$ cat src/hdl/u8d_pkg.sv
`timescale 1ns / 1ps
// Shared types and constants for the UTF-8 stream decoder.
// No dependencies.
package u8d_pkg;

  typedef enum logic [2:0] {
    ST_PENDING   = 3'd0,
    ST_COMPLETE  = 3'd1,
    ST_BAD_LEAD  = 3'd2,
    ST_BAD_CONT  = 3'd3,
    ST_TRUNCATED = 3'd4,
    ST_IGNORED   = 3'd5
  } status_t;

  localparam int CP_W   = 21;
  localparam int BYTE_W = 8;
  localparam int REM_W  = 2;

  typedef struct packed {
    status_t           status;
    logic [CP_W-1:0]   char_cp;
    logic              multibyte_part;
  } result_t;

endpackage

$ cat src/hdl/u8d_core.sv
`timescale 1ns / 1ps
// Per-byte decode logic and the decoder state (remaining count, partial code
// point, error flag). Depends on u8d_pkg.
module u8d_core (
  input  logic                      clk,
  input  logic                      rst_n,
  input  logic                      step,
  input  logic [u8d_pkg::BYTE_W-1:0] data_byte,
  input  logic                      end_of_stream,
  output u8d_pkg::result_t          result
);
  import u8d_pkg::*;

  logic [REM_W-1:0] rem_r, rem_nxt;
  logic [CP_W-1:0]  pcp_r, pcp_nxt;
  logic             err_r, err_nxt;

  logic [CP_W-1:0]  pcp_shift;
  logic [REM_W-1:0] rem_dec;

  assign pcp_shift = {pcp_r[CP_W-7:0], data_byte[5:0]};
  assign rem_dec   = rem_r - REM_W'(1);

  always_comb begin
    rem_nxt               = rem_r;
    pcp_nxt               = pcp_r;
    err_nxt               = err_r;
    result.status         = ST_PENDING;
    result.char_cp        = '0;
    result.multibyte_part = 1'b0;

    if (err_r) begin
      result.status = ST_IGNORED;
    end else if (rem_r == '0) begin
      if (data_byte inside {[8'h00:8'h7F]}) begin
        result.status  = ST_COMPLETE;
        result.char_cp = CP_W'(data_byte);
      end else if (data_byte inside {[8'hC0:8'hDF]}) begin
        rem_nxt               = REM_W'(1);
        pcp_nxt               = CP_W'(data_byte[4:0]);
        result.multibyte_part = 1'b1;
      end else if (data_byte inside {[8'hE0:8'hEF]}) begin
        rem_nxt               = REM_W'(2);
        pcp_nxt               = CP_W'(data_byte[3:0]);
        result.multibyte_part = 1'b1;
      end else if (data_byte inside {[8'hF0:8'hF7]}) begin
        rem_nxt               = REM_W'(3);
        pcp_nxt               = CP_W'(data_byte[2:0]);
        result.multibyte_part = 1'b1;
      end else begin
        result.status = ST_BAD_LEAD;
        err_nxt       = 1'b1;
      end
      if (result.multibyte_part && end_of_stream) result.status = ST_TRUNCATED;
    end else begin
      if (data_byte inside {[8'h80:8'hBF]}) begin
        result.multibyte_part = 1'b1;
        rem_nxt               = rem_dec;
        if (rem_dec == '0) begin
          result.status  = ST_COMPLETE;
          result.char_cp = pcp_shift;
          pcp_nxt        = '0;
        end else begin
          pcp_nxt = pcp_shift;
          if (end_of_stream) result.status = ST_TRUNCATED;
        end
      end else begin
        result.status = ST_BAD_CONT;
        err_nxt       = 1'b1;
      end
    end

    // last word of a stream: everything back to idle
    if (end_of_stream) begin
      rem_nxt = '0;
      pcp_nxt = '0;
      err_nxt = 1'b0;
    end
  end

  always_ff @(posedge clk) begin
    if (!rst_n) begin
      rem_r <= '0;
      pcp_r <= '0;
      err_r <= 1'b0;
    end else if (step) begin
      rem_r <= rem_nxt;
      pcp_r <= pcp_nxt;
      err_r <= err_nxt;
    end
  end

endmodule

$ cat src/hdl/utf8_stream_decoder.sv
`timescale 1ns / 1ps
// UTF-8 stream decoder top level: input register, decode core, result register.
// The accepted byte goes through the input register, then its result into the result
// register. Throughput: one byte per cycle while out_tready does not stall the output.
// Reset (rst_n low, synchronous) empties both registers and clears the state.
// Depends on u8d_pkg and u8d_core.
module utf8_stream_decoder (
  input  logic        clk,
  input  logic        rst_n,
  input  logic        in_tvalid,
  output logic        in_tready,
  input  logic [7:0]  in_tdata,   // [7:0] data_byte
  input  logic        in_tlast,   // end_of_stream
  output logic        out_tvalid,
  input  logic        out_tready,
  output logic [31:0] out_tdata,  // [20:0] code point, [28:21] echo_byte, [31:29] zero
  output logic [3:0]  out_tuser,  // [2:0] status, [3] multibyte_part
  output logic        out_tlast   // stream_done
);
  import u8d_pkg::*;

  logic              in_valid_r;
  logic [BYTE_W-1:0] in_byte_r;
  logic              in_last_r;

  logic              out_valid_r;
  result_t           out_res_r;
  logic [BYTE_W-1:0] out_byte_r;
  logic              out_last_r;

  logic    adv;
  result_t res;

  assign adv       = in_valid_r && (!out_valid_r || out_tready);
  assign in_tready = !in_valid_r || adv;

  always_ff @(posedge clk) begin
    if (!rst_n) begin
      in_valid_r <= 1'b0;
    end else if (in_tready) begin
      in_valid_r <= in_tvalid;
    end
  end

  always_ff @(posedge clk) begin
    if (in_tready && in_tvalid) begin
      in_byte_r <= in_tdata;
      in_last_r <= in_tlast;
    end
  end

  u8d_core u_core (
    .clk           (clk),
    .rst_n         (rst_n),
    .step          (adv),
    .data_byte     (in_byte_r),
    .end_of_stream (in_last_r),
    .result        (res)
  );

  always_ff @(posedge clk) begin
    if (!rst_n) begin
      out_valid_r <= 1'b0;
    end else if (!out_valid_r || out_tready) begin
      out_valid_r <= in_valid_r;
    end
  end

  always_ff @(posedge clk) begin
    if (adv) begin
      out_res_r  <= res;
      out_byte_r <= in_byte_r;
      out_last_r <= in_last_r;
    end
  end

  assign out_tvalid = out_valid_r;
  assign out_tdata  = {3'b000, out_byte_r, out_res_r.char_cp};
  assign out_tuser  = {out_res_r.multibyte_part, out_res_r.status};
  assign out_tlast  = out_last_r;

endmodule

$ cat config.mk
export PLATFORM = sky130hd
export DESIGN_NAME = utf8_stream_decoder
export DESIGN_NICKNAME = d
export VERILOG_FILES = /design/src/hdl/u8d_pkg.sv /design/src/hdl/u8d_core.sv /design/src/hdl/utf8_stream_decoder.sv
export SDC_FILE = /design/constraint.sdc
export NUM_CORES = 1
export LEC_CHECK = 0
export BUFFER_PORTS_ARGS = -buffer_cell sky130_fd_sc_hd__buf_2
export CAP_MARGIN = 5
export CORE_MARGIN = 4
export CORE_UTILIZATION = 53
export CTS_CLUSTER_SIZE = 30
export DETAILED_ROUTE_END_ITERATION = 6
export HOLD_SLACK_MARGIN = 0.03
export PLACE_DENSITY = 0.82
export SYNTH_ARGS = -nofsm -noshare
export SYNTH_HDL_FRONTEND = slang
export SYNTH_SLANG_ARGS = --single-unit
$ cat constraint.sdc
create_clock -name clk -period 2.2 [get_ports clk]
set_input_delay 0 -clock clk [delete_from_list [all_inputs] [get_ports clk]]
set_output_delay 0 -clock clk [all_outputs]
set_load 0.02 [all_outputs]
-- After elaboration in Yosys (flattened, before gate mapping)
Cells that the tools add are included.
- $add $sub $neg: 1
- $mul: 0
- divide/modulo/power cells: 0
- $lt $le $gt $ge: 10
- equality and inequality tests: 3
- shift-type cells: 0
- muxes and demuxes: 43
- bitwise gates (word level): 0
- reductions and logical operators: 16
- operators with widths (cell ; number):
    $mux W15 ; 9
    $ge A8 B8 Y1 const B ; 4
    $le A8 B8 Y1 const B ; 4
    $mux W25 ; 1
    $mux W22 ; 1
    $mux W21 ; 1
    $mux W3 ; 7
    $mux W2 ; 9
    $mux W1 ; 14
    $ge A8 B1 Y1 const B ; 1
    $le A8 B7 Y1 const B ; 1
    $logic_and A1 B1 Y1 ; 8
    $mux W8 ; 1
    $ne A5 B5 Y1 const B ; 1
    $reduce_and A5 Y1 ; 1
    $logic_not A2 Y1 ; 2
    $ne A3 B3 Y1 const B ; 1
    $reduce_bool A3 Y1 ; 1
    $logic_not A1 Y1 ; 2
    $logic_or A1 B1 Y1 ; 2
    $ne A2 B2 Y1 const B ; 1
    $sub A2 B1 Y2 const B ; 1
- bits in registers: 63
- latch bits: 0
- memory bits (writable): 0
- bits in read-only memories: 0
- input bits: 13
- output and inout bits: 39
- word-level logic and storage cells: 85
- memories: 0

-- Longest topological paths before layout
- depth in word-level cells: 11
- depth in mapped cells: 6
- mapped depth without buffers: 5

-- By module
From an unflattened synthesis, not the netlist that was laid out.
- cell total of the unflattened synthesis: 188
- area, all modules: 2512.4 um^2
- modules (own cells, without submodules) (module ; times used ; cells each ; area an instance (um^2)):
    utf8_stream_decoder ; 1 ; 56 ; 1421.4
    u8d_core ; 1 ; 132 ; 1091.0

-- Least setup slack after synthesis
OpenSTA, ideal clock, no wires.
- kind: reg2reg
- start point: register out_valid_r, in the netlist out_tvalid
- end point: register out_byte_r[0], enable pin
- arrival time: 1.345 ns
- required time: 1.806 ns
- path slack: 0.461 ns
- stages on the path, launching flop included: 3
- path buffers: 0
- path through: dfxtp_1 > nand2b_1 > and2_1
- word-level cells in the longest chain between the ends: 3
- ends and longest elaborated chain (element ; RTL line ; text):
    from (decl) ; utf8_stream_decoder.sv:26 ; logic out_valid_r;
    from (signal assigned) ; utf8_stream_decoder.sv:65 ; out_valid_r <= in_valid_r;
    $logic_not A1 Y1 ; utf8_stream_decoder.sv:34 ; assign adv = in_valid_r && (!out_valid_r || out_tready);
    $logic_or A1 B1 Y1 ; utf8_stream_decoder.sv:34 ;
    $logic_and A1 B1 Y1 ; utf8_stream_decoder.sv:34 ;
    named net adv ; utf8_stream_decoder.sv:31 ; logic adv;
    to (signal assigned) ; utf8_stream_decoder.sv:72 ; out_byte_r <= in_byte_r;
    to (decl) ; utf8_stream_decoder.sv:28 ; logic [BYTE_W-1:0] out_byte_r;
The timed path passes the listed nets, and every way through them passes these cells.
A chain may end at the register's enable or synchronous reset.

-- Worst setup path in the final report
- start point: register u_core.rem_r[1]
- end point: register u_core.pcp_r[8]
- word-level cells in the longest chain between the ends: 7
- elaborated cells between the ends (all ways): 12
- those cells by class: add/sub (1); eq/ne (2); mux (5); reduce/logical (4)
- ends and longest elaborated chain (element ; RTL line ; text):
    from (decl) ; u8d_core.sv:14 ; logic [REM_W-1:0] rem_r, rem_nxt;
    from (signal assigned) ; u8d_core.sv:87 ; rem_r <= rem_nxt;
    $sub A2 B1 Y2 ; u8d_core.sv:22 ; assign rem_dec = rem_r - REM_W'(1);
    $logic_not A2 Y1 ; u8d_core.sv:59 ; if (rem_dec == '0) begin
    $mux W15 ; u8d_core.sv:59 ;
    $mux W15 ; u8d_core.sv:56 ; if (data_byte inside {[8'h80:8'hBF]}) begin
    $mux W15 ; u8d_core.sv:34 ; end else if (rem_r == '0) begin
    $mux W15 ; u8d_core.sv:32 ; if (err_r) begin
    $mux W15 ; u8d_core.sv:74 ; if (end_of_stream) begin
    to (signal assigned) ; u8d_core.sv:88 ; pcp_r <= pcp_nxt;
    to (decl) ; u8d_core.sv:15 ; logic [CP_W-1:0] pcp_r, pcp_nxt;
Parallel ways exist; a longest one is shown, timed or not. The select of a mux whose other input is x is not followed.

==> summary.md <==
| Metric | Value |
|---|---|
| Root Buffer | clkbuf_8 |
| Initial drt markers | 110 |
| CTS max path bufs | 2 |
| Synth cell types | 37 |
| First-pass GRT wire length | 7.43 mm |
| Initial Utilization | 0.561 |
| Critical Path End | u_core.pcp_r[8]$_SDFFE_PN0P_ |
| Worst slew pin tran | 0.675 ns |
| Share of cells above drive strength 1 | 0.251 |
| Worst vdd ir | 350 uV |
| Row Count | 24 |
| Dominant cells by area after synthesis | edfxtp_1 52%, dfxtp_1 16%, mux2i_1 6.0% |
| Post-synth top area share | 0.518 |
| Clock Latency Late Sink | 0.33 ns |
| Detailed-route via count | 1665 |
| Clk slew on worst S/H paths | 0.06 ns |
| CP startpoint | u_core.rem_r[1]$_SDFFE_PN0P_ |
| Post-synthesis cell count | 194 |
| Ant diodes | 0 |
| Fin. Hold Viols | 0 |
| Total wire length | 4.58 mm |
| HPWL Detailed | 3.00 mm |
| Core Box Area | 4440 um2 |
| Seq cells post-synth | 63 |
| Critical Path RT | 2.45 ns |
| Routed Antenna Nets | 0 |
| Crit path max-delay cell type | dfxtp_1 |
| Hold Path Depth | 2 |
| Post-DR vias/cell | 5.29 |
| TritonCTS clock tree | yes |
| Remaining DRCs | 0 |
| LEAKAGE | 1.16 nW |
| IO Port Bufs | 48 |
| Setup Viol. Count Final | 0 |
| Iteration count of the initial detailed-routing pass | 4 |
| Reg2reg start | u_core.rem_r[1]$_SDFFE_PN0P_ |
| Layout overhead on the synthesized area | 21.7% |
| Number of global-route vias before repair | 1560 |
| Avg Cell Area, Syn | 12.9 um2 |
| CP max FO | 17 |
| Arr. time, crit path | 2.17 ns |
| Worst min-delay path category | input port to flip-flop |
| Clock Skew | 0.00428 ns |
| CP top delay family | flip-flops |
| Minimum clock period after layout | 1.92 ns |
| Gp weighted congestion | 0.841 |
| Sink Count | 63 |
| R2R depth | 5 |
| Slew Limit Fails | 0 |
| GRT overflow | 0 |
| # fillers | 320 |
| Die footprint | 5870 um2 |
| Tot GR Track Use | 0.166 |
| Register area share after synthesis | 0.678 |
| Area after DPL | 2760 um2 |
| FMAX | 521 MHz |
| PD cells | 776 nW/um2 |
| DR WL/cell | 14.5 um |
| Die height | 76.6 um |
| Largest stage delay on the critical path | 0.57 ns |
| Status | completed |
| Unrepaired setup endpoints after global routing | no |
| Synth area leader | edfxtp_1 |
| Yosys warning count | 0 |
| Reg2reg end | u_core.pcp_r[8]$_SDFFE_PN0P_ |
| Layout Utilization | 0.683 |
| Tot Pwr | 2.36 mW |
| Initial antenna violation count | 0 |
| Crit path capture type | flip-flop |
| Largest net degree at the start of global routing | 35 |
| Slew HR | 0.549 |
| CP bufs+invs | 1 |
| Max H-tree Level | 3 |
| Startpoint Class | flip-flop |
| IO Pins | 52 |
| Mapped cell area | 2490 um2 |
| CTS buffer count | 9 |
| Kind of critical path | flip-flop to flip-flop |
| Crit-path cells | or2_1 -> o211ai_1 -> o31ai_4 -> buf_4 -> mux2i_1 |
| Cell area after layout | 3040 um2 |
| Fin crit share | 0.873 |
| Worst path depth | 5 |
| Nets@finish | 271 |
| R2R setup slack | 0.28 ns |
| Max Cap Violations | 0 |
| Die extent in x | 76.6 um |
| TNS Setup | 0 ns |
-- kinds of logic after synthesis --
logic type	share of synthesized area
simple gates	0.161
flops	0.678
compound gates	0.0617
mux	0.0602
buf+inv	0.0371
other cells	0.00150
-- cell type report --
| type | count | area, um2 | share of cell area |
|---|---|---|---|
| well taps | 52 | 65.1 | 0.0214 |
| inverters | 4 | 15.0 | 0.00494 |
| clock inverters | 3 | 11.3 | 0.00371 |
| flip-flops and latches | 63 | 1690 | 0.557 |
| repair buffers | 62 | 373 | 0.123 |
| multi-input cells | 118 | 732 | 0.241 |
| clock buffers | 13 | 149 | 0.0490 |
-- worst reg2reg max path: stages, from the launching register on --
cell	delay, ns
dfxtp_1	0.57
or2_1	0.25
o211ai_1	0.22
o31ai_4	0.23
buf_4	0.31
mux2i_1	0.25
-- power by group --
part	total [mW]	internal [mW]	switching [mW]
clock network	0.822	0.429	0.393
registers	1.34	1.31	0.0280
logic	0.192	0.0733	0.118
total	2.36	1.82	0.539
-- cells in the final DEF (no fill, tap or decap), types with 4 or more instances in the layout --
master | Yosys | final
buf_2 | 1 | 48
clkbuf_8 | 0 | 10
a21oi_1 | 5 | 5
mux2i_1 | 15 | 15
dlygate4sd3_1 | 0 | 11
and2_1 | 21 | 21
edfxtp_1 | 43 | 43
dfxtp_1 | 20 | 20
nand2_1 | 37 | 37
nor2_1 | 4 | 4
inv_1 | 4 | 4
-- metal layers --
layer,vias up,part of all wire,track usage,wire [um]
met5,-,0,0,0
met4,0,0.040,0.134,185
met3,18,0.056,0.0355,258
met2,67,0.47,0.246,2150
met1,770,0.43,0.208,1990
li1,810,-,-,-
-- synthesized netlist by cell type, drive strengths merged --
cell	number
a21o	1
o2bb2ai	1
conb	1
nor3b	1
buf	6
a311o	1
nand2b	2
nand2	37
nand3	2
or2	2
a21oi	5
nor2	4
o31ai	1
nor3	3
o211ai	3
a211oi	2
inv	4
nand4b	1
o41ai	1
and2	21
dfxtp	20
a22o	1
nor4	2
a22oi	1
and2b	1
a31oi	1
o21a	1
edfxtp	43
nor2b	3
o32ai	1
mux2i	15
clkbuf	5
and4bb	1
-- flip-flops by register name, summed over array words and instances (netlist names) --
signal,count
in_byte_r,8
in_last_r,1
in_valid_r,1
out_byte_r,8
out_tdata,21
out_tlast,1
out_tuser,4
out_tvalid,1
u_core.err_r,1
u_core.pcp_r,15
u_core.rem_r,2
-- how the worst min path moves through the flow --
stage | startpoint | endpoint
6_report | rst_n | out_tvalid$_SDFFE_PN0P_
5_1_grt | rst_n | out_tvalid$_SDFFE_PN0P_
4_1_cts | rst_n | out_tvalid$_SDFFE_PN0P_
3_5_place_dp | in_tdata[6] | in_byte_r[6]$_DFFE_PP_
3_3_place_gp | in_tlast | in_last_r$_DFFE_PP_
2_1_floorplan | in_tdata[0] | in_byte_r[0]$_DFFE_PP_
-- what timing repair did --
item	4_1_cts	5_1_grt
hold buffers	11	0
setup buffers	0	0
hold endpoints to repair	11	0
setup endpoints to repair	0	14
resized for setup	0	1
-- through the flow --
| stage | hold WS [ns] | setup WS, ns | cells |
|---|---|---|---|
| 2_1_floorplan | 0.0989 | 0.461 | 196 |
| 3_3_place_gp | 0.177 | 0.189 | 288 |
| 3_5_place_dp | 0.178 | 0.103 | 288 |
| 4_1_cts | 0.0800 | 0.0257 | 315 |
| 5_1_grt | 0.104 | 0.174 | 315 |
| 6_report | 0.0920 | 0.279 | 315 |
Power figures use the tool's default switching activity.
